==> src/design/tile_table_aabb_collision_top_macros.svh <==
// assertion helpers, sampled on clk_i and held off during reset
`ifndef TILE_TABLE_AABB_COLLISION_TOP_MACROS_SVH
`define TILE_TABLE_AABB_COLLISION_TOP_MACROS_SVH

`define TTAC_ASSERT(lbl, prop, msg) \
  lbl: assert property (@(posedge clk_i) disable iff (!rst_ni) (prop)) else $error(msg);

`define TTAC_ASSERT_IMP(lbl, ante, cons, msg) \
  lbl: assert property (@(posedge clk_i) disable iff (!rst_ni) (ante) |-> (cons)) \
    else $error(msg);

`endif

==> src/design/ttac_pkg.sv <==
package ttac_pkg;

  localparam int MAX_TILES = 256;
  localparam int IDX_W     = $clog2(MAX_TILES);
  localparam int CNT_W     = $clog2(MAX_TILES + 1);
  localparam int LVL_N     = $clog2(MAX_TILES);
  localparam int CMP_W     = 26;

  typedef enum logic [1:0] {
    OP_SET    = 2'd0,
    OP_REMOVE = 2'd1,
    OP_QUERY  = 2'd2
  } ttac_op_e;

  typedef enum logic [2:0] {
    S_IDLE  = 3'b001,
    S_EVAL  = 3'b010,
    S_APPLY = 3'b100
  } ttac_state_e;

  typedef struct packed {
    logic signed [15:0] col;
    logic signed [15:0] row;
    logic               solid;
  } ttac_entry_t;

  typedef struct packed {
    logic               append;
    logic               replace;
    logic               shift;
    logic signed [15:0] col;
    logic signed [15:0] row;
    logic               solid;
    logic signed [23:0] bx;
    logic signed [23:0] by;
    logic        [15:0] bw;
    logic        [15:0] bh;
  } ttac_cmd_t;

endpackage

==> src/design/ttac_prefix.sv <==
module ttac_prefix
  import ttac_pkg::*;
(
  input  logic [MAX_TILES-1:0] match_i,
  output logic [MAX_TILES-1:0] incl_o,
  output logic [MAX_TILES-1:0] first_o
);

  logic [MAX_TILES-1:0] lvl [LVL_N+1];

  // log-depth prefix or, lowest index first
  always_comb begin
    lvl[0] = match_i;
    for (int l = 0; l < LVL_N; l++) begin
      lvl[l+1] = lvl[l] | (lvl[l] << (1 << l));
    end
  end

  assign incl_o  = lvl[LVL_N];
  assign first_o = match_i & ~(lvl[LVL_N] << 1);

endmodule

==> config.mk <==
export PLATFORM = sky130hd
export DESIGN_NAME = ttac_prefix
export DESIGN_NICKNAME = d
export VERILOG_FILES = /design/src/design/tile_table_aabb_collision_top_macros.svh /design/src/design/ttac_pkg.sv /design/src/design/ttac_prefix.sv
export SDC_FILE = /design/constraint.sdc
export NUM_CORES = 1
export LEC_CHECK = 0
export BUFFER_PORTS_ARGS = -buffer_cell sky130_fd_sc_hd__buf_2
export CORE_AREA = 2 2 300 302
export DETAILED_ROUTE_END_ITERATION = 10
export DIE_AREA = 0 0 302 304
export PLACE_DENSITY = 0.36
export SYNTH_ARGS = -nofsm -noshare
export SYNTH_HDL_FRONTEND = slang
export SYNTH_SLANG_ARGS = --single-unit
==> constraint.sdc <==
create_clock -name vclk -period 4.9
set_clock_uncertainty 0.1 [all_clocks]
set_input_delay 0.49 -clock vclk [all_inputs]
set_output_delay 0.49 -clock vclk [all_outputs]
set_load 0.01 [all_outputs]
==> impl_metrics.prom <==
# TYPE chip_impl_metric gauge
chip_impl_info{name="status",value="finished clean"} 1
chip_impl_metric{name="totalWireLength",unit="mm"} 126
chip_impl_metric{name="post-layout-total-power",unit="uW"} 469
chip_impl_metric{name="grt.met3_usage",unit=""} 0.0742
chip_impl_metric{name="dieArea",unit="sq um"} 91800
chip_impl_info{name="crit_path_start_kind",value="input port"} 1
chip_impl_metric{name="power.share.combinational",unit=""} 1.000
chip_impl_metric{name="fmax",unit="GHz"} 0.219
chip_impl_metric{name="yosys_warnings",unit=""} 0
chip_impl_metric{name="post-route-drc-count",unit=""} 0
chip_impl_metric{name="slowest_delay",unit="ns"} 0.61
chip_impl_metric{name="largest_net_degree_at_the_start_of_global_routing",unit=""} 24
chip_impl_metric{name="p_int",unit="uW"} 130
chip_impl_info{name="worstSetupPathType",value="input port to primary output"} 1
chip_impl_info{name="grt_setup_unrepaired",value="no"} 1
chip_impl_metric{name="max_slew.worst_pin.slew",unit="ns"} 1.15
chip_impl_metric{name="grt-ovfl-total",unit=""} 0
chip_impl_metric{name="drt_wl_cell",unit="um"} 36.3
chip_impl_metric{name="floorplan.rows",unit=""} 110
chip_impl_metric{name="drv_slew",unit=""} 0
chip_impl_info{name="startpoint",value="match_i[42]"} 1
chip_impl_metric{name="syn2layout_area_growth",unit="%"} 85.4
chip_impl_metric{name="share_of_the_clock_period_used_by_the_worst_path",unit=""} 0.932
chip_impl_metric{name="drt_first_iter_violations",unit=""} 1375
chip_impl_metric{name="sw_frac_of_total",unit=""} 0.722
chip_impl_metric{name="core-area",unit="sq um"} 89000
chip_impl_metric{name="timing.max_slew.rel_slack",unit=""} 0.225
chip_impl_metric{name="io_buffers",unit=""} 768
chip_impl_metric{name="net-switching-power",unit="uW"} 339
chip_impl_info{name="critical-path-top-cell-by-count",value="sky130_fd_sc_hd__buf_2"} 1
chip_impl_metric{name="arrival",unit="ns"} 3.98
chip_impl_info{name="grt_busiest_layer",value="met2"} 1
chip_impl_metric{name="dp_hpwl",unit="mm"} 116
chip_impl_metric{name="ant_nets",unit=""} 0
chip_impl_metric{name="vias",unit=""} 16000
chip_impl_info{name="final_common_cell",value="sky130_fd_sc_hd__buf_2"} 1
chip_impl_metric{name="maxCapViolations",unit=""} 0
chip_impl_metric{name="number_of_different_library_cells_in_the_post_synthesis_netlist",unit=""} 52
chip_impl_metric{name="setup_total_negative_slack",unit="ns"} 0
chip_impl_metric{name="powerDensity",unit="nW/um^2"} 32.7
chip_impl_info{name="timing.critical_path.max_delay_family",value="simple AND/OR/NAND/NOR gates"} 1
chip_impl_metric{name="postCtsSetupBuffers",unit=""} 0
chip_impl_metric{name="seq_area",unit="sq um"} 0
chip_impl_metric{name="initial_antenna_violation_count",unit=""} 46
chip_impl_info{name="most-common-layout-cells",value="sky130_fd_sc_hd__buf_2, sky130_fd_sc_hd__nor2_1, sky130_fd_sc_hd__buf_4, sky130_fd_sc_hd__nand2_1, sky130_fd_sc_hd__and3_1"} 1
chip_impl_metric{name="critical_path_required",unit="ns"} 4.31
chip_impl_metric{name="gp_congestion",unit=""} 0.943
chip_impl_metric{name="finish.net_count",unit=""} 2552
chip_impl_metric{name="seq_cell_count",unit=""} 0
chip_impl_metric{name="initial_core_utilization",unit=""} 0.0868
chip_impl_metric{name="grt_pass1_wl",unit="mm"} 161
chip_impl_metric{name="num-clock-buffers",unit=""} 0
chip_impl_metric{name="use_met1",unit=""} 0.294
chip_impl_metric{name="grt.total_usage",unit=""} 0.262
chip_impl_metric{name="hold_viol_final",unit=""} 0
chip_impl_metric{name="cp_max_fo",unit=""} 8
chip_impl_metric{name="finalSetupViolCount",unit=""} 0
chip_impl_metric{name="grtUsageMet2",unit=""} 0.486
chip_impl_info{name="hold_class",value="input port to primary output"} 1
chip_impl_metric{name="power_frac_seq",unit=""} 0
chip_impl_metric{name="p_clk_frac",unit=""} 0
chip_impl_metric{name="dr.pass1.iters",unit=""} 5
chip_impl_metric{name="final_period_demand_of_the_worst_path",unit="ns"} 4.57
chip_impl_metric{name="drive_above_1_share",unit=""} 0.450
chip_impl_metric{name="cellLeakagePower",unit="uW"} 0.00612
chip_impl_metric{name="buffers_plus_inverters_on_the_worst_setup_path",unit=""} 3
chip_impl_metric{name="die_height",unit="um"} 304
chip_impl_metric{name="cells_resized_by_post_cts_repair",unit=""} 0
chip_impl_metric{name="syn_area_per_cell",unit="sq um"} 5.60
chip_impl_metric{name="post_synth_inst_count",unit=""} 1380
chip_impl_info{name="hold_start",value="match_i[0]"} 1
chip_impl_metric{name="die_width",unit="um"} 302
chip_impl_metric{name="portion_of_the_post_synthesis_area_used_by_sequential_elements",unit=""} 0
chip_impl_metric{name="pin_count",unit=""} 768
chip_impl_metric{name="grt_pass1_vias",unit=""} 15800
chip_impl_metric{name="synth_nets",unit=""} 1636
chip_impl_info{name="cp_cell_sequence",value="buf_2, nor4_1, nand4_1, nor3_1, and4b_1, and4_1, inv_2, or3b_1, buf_2"} 1
chip_impl_metric{name="netlist_area",unit="sq um"} 7730
chip_impl_info{name="slowest_stage_cell_crit_path",value="sky130_fd_sc_hd__and4_1"} 1
chip_impl_metric{name="cts.hold.buffers_added",unit=""} 0
chip_impl_metric{name="ir_worst_vdd",unit="mV"} 0.0208
chip_impl_metric{name="vias_per_cell",unit=""} 4.60
chip_impl_info{name="crit_path_end_kind",value="primary output"} 1
==> synth_stat cells, drive strengths merged (22+ instances only) <==
cell | count | area [sq um]
nand2 | 166 | 626
or2 | 22 | 138
nand3 | 116 | 581
and2 | 68 | 430
nor3 | 122 | 692
and4 | 50 | 438
nor4 | 145 | 1050
nand4 | 67 | 447
and3 | 125 | 783
or4 | 41 | 315
or3 | 44 | 277
nor2 | 205 | 780
inv | 111 | 419
==> power by group through the flow <==
| stage | Clock (uW) | Combinational, uW | Sequential (uW) |
|---|---|---|---|
| 2_1_floorplan | 0 | 93.3 | 0 |
| 3_3_place_gp | 0 | 466 | 0 |
| 3_5_place_dp | 0 | 463 | 0 |
| 4_1_cts | 0 | 465 | 0 |
| 5_1_grt | 0.000220 | 488 | 0 |
| 6_report | 0.000321 | 469 | 0 |
==> final cells by class <==
type                       instances  area [sq um]
antenna                           16          40.0
fill                           10700         74700
inverter                         111           419
multi-input combinational       1242          7220
tap                             1176          1470
timing repair buffer             941          5180
==> per-stage QoR <==
step / setup slack, ns / instance area, sq um / utilization / hold WS, ns / std cells
after global placement: 0.425 / 14300 / 0.161 / 1.18 / 3470
after detailed placement: 0.374 / 14300 / 0.161 / 1.18 / 3470
final: 0.331 / 14300 / 0.161 / 1.18 / 3486
after floorplan: 1.40 / 7730 / - / 0.926 / 1380
after global routing: 0.173 / 14300 / 0.161 / 1.18 / 3478
after CTS: 0.375 / 14300 / 0.161 / 1.18 / 3470
==> final timing paths <==
kind | to | slack, ns | cells past startpoint
setup / recovery | incl_o[221] | 0.33 | 9
hold / removal | incl_o[0] | 1.18 | 2
==> routing by layer <==
metal / up-vias / wire length, um
li1: 7035 / -
met1: 7972 / 47600
met2: 904 / 64600
met3: 131 / 11300
met4: 6 / 2920
met5: - / 35
==> kinds of logic (layout without fill, tap and decap cells) <==
logic type,count (synthesis),in the layout,synth area share
buffers and inverters,138,1052,0.0727
other,0,16,0
AND/OR/NAND/NOR,1242,1242,0.927
Power figures use the tool's default switching activity.
