## src/design/tile_table_aabb_collision_top_macros.svh

```systemverilog
// assertion helpers, sampled on clk_i and held off during reset
`ifndef TILE_TABLE_AABB_COLLISION_TOP_MACROS_SVH
`define TILE_TABLE_AABB_COLLISION_TOP_MACROS_SVH

`define TTAC_ASSERT(lbl, prop, msg) \
  lbl: assert property (@(posedge clk_i) disable iff (!rst_ni) (prop)) else $error(msg);

`define TTAC_ASSERT_IMP(lbl, ante, cons, msg) \
  lbl: assert property (@(posedge clk_i) disable iff (!rst_ni) (ante) |-> (cons)) \
    else $error(msg);

`endif

```

## src/design/ttac_pkg.sv

```systemverilog
package ttac_pkg;

  localparam int MAX_TILES = 256;
  localparam int IDX_W     = $clog2(MAX_TILES);
  localparam int CNT_W     = $clog2(MAX_TILES + 1);
  localparam int LVL_N     = $clog2(MAX_TILES);
  localparam int CMP_W     = 26;

  typedef enum logic [1:0] {
    OP_SET    = 2'd0,
    OP_REMOVE = 2'd1,
    OP_QUERY  = 2'd2
  } ttac_op_e;

  typedef enum logic [2:0] {
    S_IDLE  = 3'b001,
    S_EVAL  = 3'b010,
    S_APPLY = 3'b100
  } ttac_state_e;

  typedef struct packed {
    logic signed [15:0] col;
    logic signed [15:0] row;
    logic               solid;
  } ttac_entry_t;

  typedef struct packed {
    logic               append;
    logic               replace;
    logic               shift;
    logic signed [15:0] col;
    logic signed [15:0] row;
    logic               solid;
    logic signed [23:0] bx;
    logic signed [23:0] by;
    logic        [15:0] bw;
    logic        [15:0] bh;
  } ttac_cmd_t;

endpackage

```

## src/design/ttac_cell.sv

```systemverilog
module ttac_cell
  import ttac_pkg::*;
(
  input  logic             clk_i,
  input  logic [IDX_W-1:0] idx_i,
  input  logic [CNT_W-1:0] count_i,
  input  ttac_cmd_t        cmd_i,
  input  logic             first_i,
  input  logic             shift_i,
  input  ttac_entry_t      nxt_i,
  output ttac_entry_t      ent_o,
  output logic             match_o,
  output logic             hit_o
);

  ttac_entry_t ent_q;
  logic        match_q, hit_q;
  logic        valid, at_end, match_d, hit_d;
  logic signed [CMP_W-1:0] lo_x, hi_x, lo_y, hi_y, bx0, bx1, by0, by1;

  assign valid  = {1'b0, idx_i} < count_i;
  assign at_end = {1'b0, idx_i} == count_i;

  // tile covers [c, c+1) x [r, r+1) in 1/256 units
  assign lo_x = CMP_W'(signed'({ent_q.col, 8'h00}));
  assign hi_x = lo_x + CMP_W'(256);
  assign lo_y = CMP_W'(signed'({ent_q.row, 8'h00}));
  assign hi_y = lo_y + CMP_W'(256);
  assign bx0  = CMP_W'(cmd_i.bx);
  assign bx1  = bx0 + signed'(CMP_W'(cmd_i.bw));
  assign by0  = CMP_W'(cmd_i.by);
  assign by1  = by0 + signed'(CMP_W'(cmd_i.bh));

  assign match_d = valid && (ent_q.col == cmd_i.col) && (ent_q.row == cmd_i.row);
  assign hit_d   = valid && ent_q.solid && (bx0 < hi_x) && (bx1 > lo_x) &&
                   (by0 < hi_y) && (by1 > lo_y);

  always_ff @(posedge clk_i) begin
    match_q <= match_d;
    hit_q   <= hit_d;
    if (cmd_i.append && at_end) begin
      ent_q <= '{col: cmd_i.col, row: cmd_i.row, solid: cmd_i.solid};
    end else if (cmd_i.shift && shift_i) begin
      ent_q <= nxt_i;
    end else if (cmd_i.replace && first_i) begin
      ent_q.solid <= cmd_i.solid;
    end
  end

  assign ent_o   = ent_q;
  assign match_o = match_q;
  assign hit_o   = hit_q;

endmodule
```

## config.mk

```make
export PLATFORM = sky130hd
export DESIGN_NAME = ttac_cell
export DESIGN_NICKNAME = d
export VERILOG_FILES = /design/src/design/tile_table_aabb_collision_top_macros.svh /design/src/design/ttac_pkg.sv /design/src/design/ttac_cell.sv
export SDC_FILE = /design/constraint.sdc
export NUM_CORES = 1
export LEC_CHECK = 0
export BUFFER_PORTS_ARGS = -buffer_cell sky130_fd_sc_hd__buf_2
export CORE_ASPECT_RATIO = 0.7
export CORE_UTILIZATION = 45
export CTS_CLUSTER_DIAMETER = 150
export CTS_CLUSTER_SIZE = 30
export DETAILED_ROUTE_END_ITERATION = 7
export PLACE_DENSITY = 0.73
export RECOVER_POWER = 25
export SLEW_MARGIN = 10
export SYNTH_ARGS = -nofsm -noshare
export SYNTH_HDL_FRONTEND = slang
export SYNTH_SLANG_ARGS = --single-unit
```

## constraint.sdc

```tcl
create_clock -name clk_i -period 6.63 [get_ports clk_i]
set_clock_uncertainty 0.05 [all_clocks]
set_input_delay 1.6575 -clock clk_i [delete_from_list [all_inputs] [get_ports clk_i]]
set_output_delay 1.6575 -clock clk_i [all_outputs]
set_load 0.01 [all_outputs]
```

==> metrics.txt <==
drt wl/cell about 16 um; hold-fix buffers at CTS 0; Startpoint Class input pin; vias in the first global route 5488; Max Slew Vio Count 0; reg2reg setup slack 2.62 ns; Longest Clk Path Bufs 2; sw power 0.379 mW; HP Start ent_o[5]; largest net degree at the start of global routing 34; CTS Buf Count 5; CTS tree built; top cell family by delay on the critical path simple AND/OR/NAND/NOR gates; Overall Global Routing Usage 0.266; Comb pwr share 0.470; H-tree level count 2; Die H 96.7 um; initial DRC count about 370; remaining global-route overflow 0; Buf+Inv Stages, Crit Path 2; die area 0.0133 mm2; worst rel slew slack 0.641; post-DP HPWL between 10000 and 15000 um; Core Rows 34; worst slew pin tran 0.526 ns; Inst Count DP 1084; Root Driver clkbuf_16; Routability Congestion ~0.93; first-pass GRT wire length 27600 um; Area Overhead vs Synth 22.8%; Post-synth ARST share 0; post-route ant nets 0; Total Neg Setup Slack 0 ns; initial antenna violation count 0; Initial Util 0.463; DR vias/cell 5.44; Crit Reg-Reg Endpoint hit_o; register area share after synthesis 0.179; Net Sw Frac 0.383; 1st-pass router iterations 5; Mapped Nets 1006; Yosys top cell area share 0.234; synthesized area per cell 7.93 um2; WP data required 6.78 ns; slowest stage delay, CP just under 0.6 ns; number of remaining DRC errors 0; number of gates resized after CTS 0; CTS sink cnt 35; r2r worst-path depth 14; outcome complete, no violations; WHS Path Cells 4; post-synth top area cell ha_1; clk_lat worst skew 0.29 ns; Unique masters post-synth 55; EDFF count, synth 33; Filler Cells Inserted 1202; synthesized netlist cell count 727; Hold EP match_o; buffers added on ports a little over 200; final period utilization 0.835; Ys Warns 0; CP cell instances buf_2 -> ha_1 -> inv_1 -> fa_1 -> nor2b_1 -> o2111ai_1 -> a31oi_2 -> a221oi_1 -> o31a_1 -> nor2_1 -> xor2_1 -> ha_1 -> nand4_1 -> or2_1 -> nor2_1 -> a211oi_1 -> or4b_1 -> nor4_2; f_max 181 MHz; Clock transition at path regs 0.06 ns; Layout Utilization 0.568; sequential share of power 0.288; clock power share 0.242; slowest stage cell, crit path or4b_1; Hold Path Class register to register; design area approximately 0.0071 mm2; final setup margin 1.09 ns; DP Area 0.00697 mm2; share of cells above drive strength 1 0.213; Final Critical Period 5.54 ns; RSZ-0062 raised after global routing no; via count about 6000; DP Worst Slack 0.870 ns; Setup crit end kind register; routed wire length 17500 um; reg2reg start ent_o[3]; power consumption 0.990 mW; Fin. Hold Viols 0; n_diodes 0; Critical Path AT 5.68 ns; power per cell area 140 mW/mm2; Post-layout nets ~1200; P_leak 3.54 nW; peak supply drop approximately 0.000085 V; worst hold slack 0.779 ns; postcts setup bufs 0; Pint just over 0.6 mW; Synth Cell Area ~0.0058 mm2; maxcap violations 0; final setup violating endpoints 0; die width 137 um; crit-path max FO 5; non-filler cells, final about 1100; num ports approximately 200; synth top area cells ha_1 (23%), edfxtp_1 (17%), nand2_1 (8.9%); Worst Path Class, Setup input pin to register; Synth Register Bits 35; top_reg_cell synth edfxtp_1; Core ar. between 0.01 and 0.015 mm2
worst reg2reg max path: stages, from the launching register on:
cell,delay [ns]
edfxtp_1,0.50
inv_2,0.10
nor4_2,0.37
nand2_1,0.09
nor2_1,0.23
nand4_1,0.21
nor4_1,0.28
xnor2_1,0.16
ha_1,0.24
nand3_1,0.13
a21oi_1,0.07
a2111oi_0,0.41
mux2i_1,0.19
or4b_1,0.60
nor4_2,0.28
cell usage in the layout (no fill, tap or decap), types with 16 or more instances in the layout:
cell type	synthesis	routed
buf_2	0	178
ha_1	108	108
o21ai_0	16	16
nand2_1	136	136
inv_1	47	47
nand3_1	22	22
a21o_1	29	29
xnor2_1	56	56
nor2_1	36	36
a21oi_1	39	39
xor2_1	42	42
nand4_1	16	16
clkbuf_1	11	26
edfxtp_1	33	33
registers in the layout, indices dropped and copies added (netlist names):
register and count:
ent_o 33, hit_o 1, match_o 1
synthesized netlist by cell type (8+ instances only):
cell type  count
nor2_1        36
o21ai_0       16
xor2_1        42
nand2_1      136
edfxtp_1      33
nor3_1        15
nand4_1       16
nand3_1       22
nor4_1        14
and3_1         8
ha_1         108
a21oi_1       39
o21ai_1       10
o21a_1         8
a21o_1        29
inv_1         47
xnor2_1       56
a211oi_1       8
clkbuf_1      11
cell families (layout without fill, tap and decap cells):
group           after synthesis  count (layout)  share of synthesized area
fa+ha+maj                   110             110                      0.241
xor+xnor                     98              98                      0.149
buf+inv                      64             267                     0.0417
simple gates                271             271                      0.217
mux                           2               2                    0.00369
flops                        35              35                      0.179
compound gates              147             147                      0.169
power by group through the flow:
stage | Combinational (mW) | Sequential (mW) | Clock (mW)
3_3_place_gp | 0.457 | 0.289 | 0
4_1_cts | 0.466 | 0.285 | 0.245
2_1_floorplan | 0.301 | 0.287 | 0
5_1_grt | 0.525 | 0.288 | 0.255
3_5_place_dp | 0.462 | 0.290 | 0
6_report | 0.465 | 0.286 | 0.239
worst max path at each step:
| stage | cells after the start | start | end | slack (ns) |
|---|---|---|---|---|
| after floorplan | 17 | cmd_i[0] | hit_o | 1.49 |
| after global placement | 18 | cmd_i[0] | hit_o | 0.94 |
| after global routing | 18 | cmd_i[0] | hit_o | 0.84 |
| final | 18 | cmd_i[0] | hit_o | 1.09 |
| after detailed placement | 18 | cmd_i[0] | hit_o | 0.87 |
| after CTS | 18 | cmd_i[0] | hit_o | 1.16 |
layer usage:
| metal | up-vias | routed length (um) | GRT usage |
|---|---|---|---|
| met5 | - | 0 | 0 |
| met4 | 0 | 125 | 0.0406 |
| met3 | 11 | 1320 | 0.0398 |
| met2 | 240 | 7000 | 0.384 |
| met1 | 2681 | 9080 | 0.416 |
| li1 | 3010 | - | - |
final cells by class:
type                            count  area [um2]  share of cell area
Clock buffer                        6         129              0.0182
Inverter                           53         199              0.0281
Tap cell                          162         203              0.0286
Sequential cell                    35        1030               0.146
Multi-Input combinational cell    628        4500               0.635
Clock inverter                      2        12.5             0.00177
Timing Repair Buffer              206        1010               0.142
(Power assumes the default switching activity.)
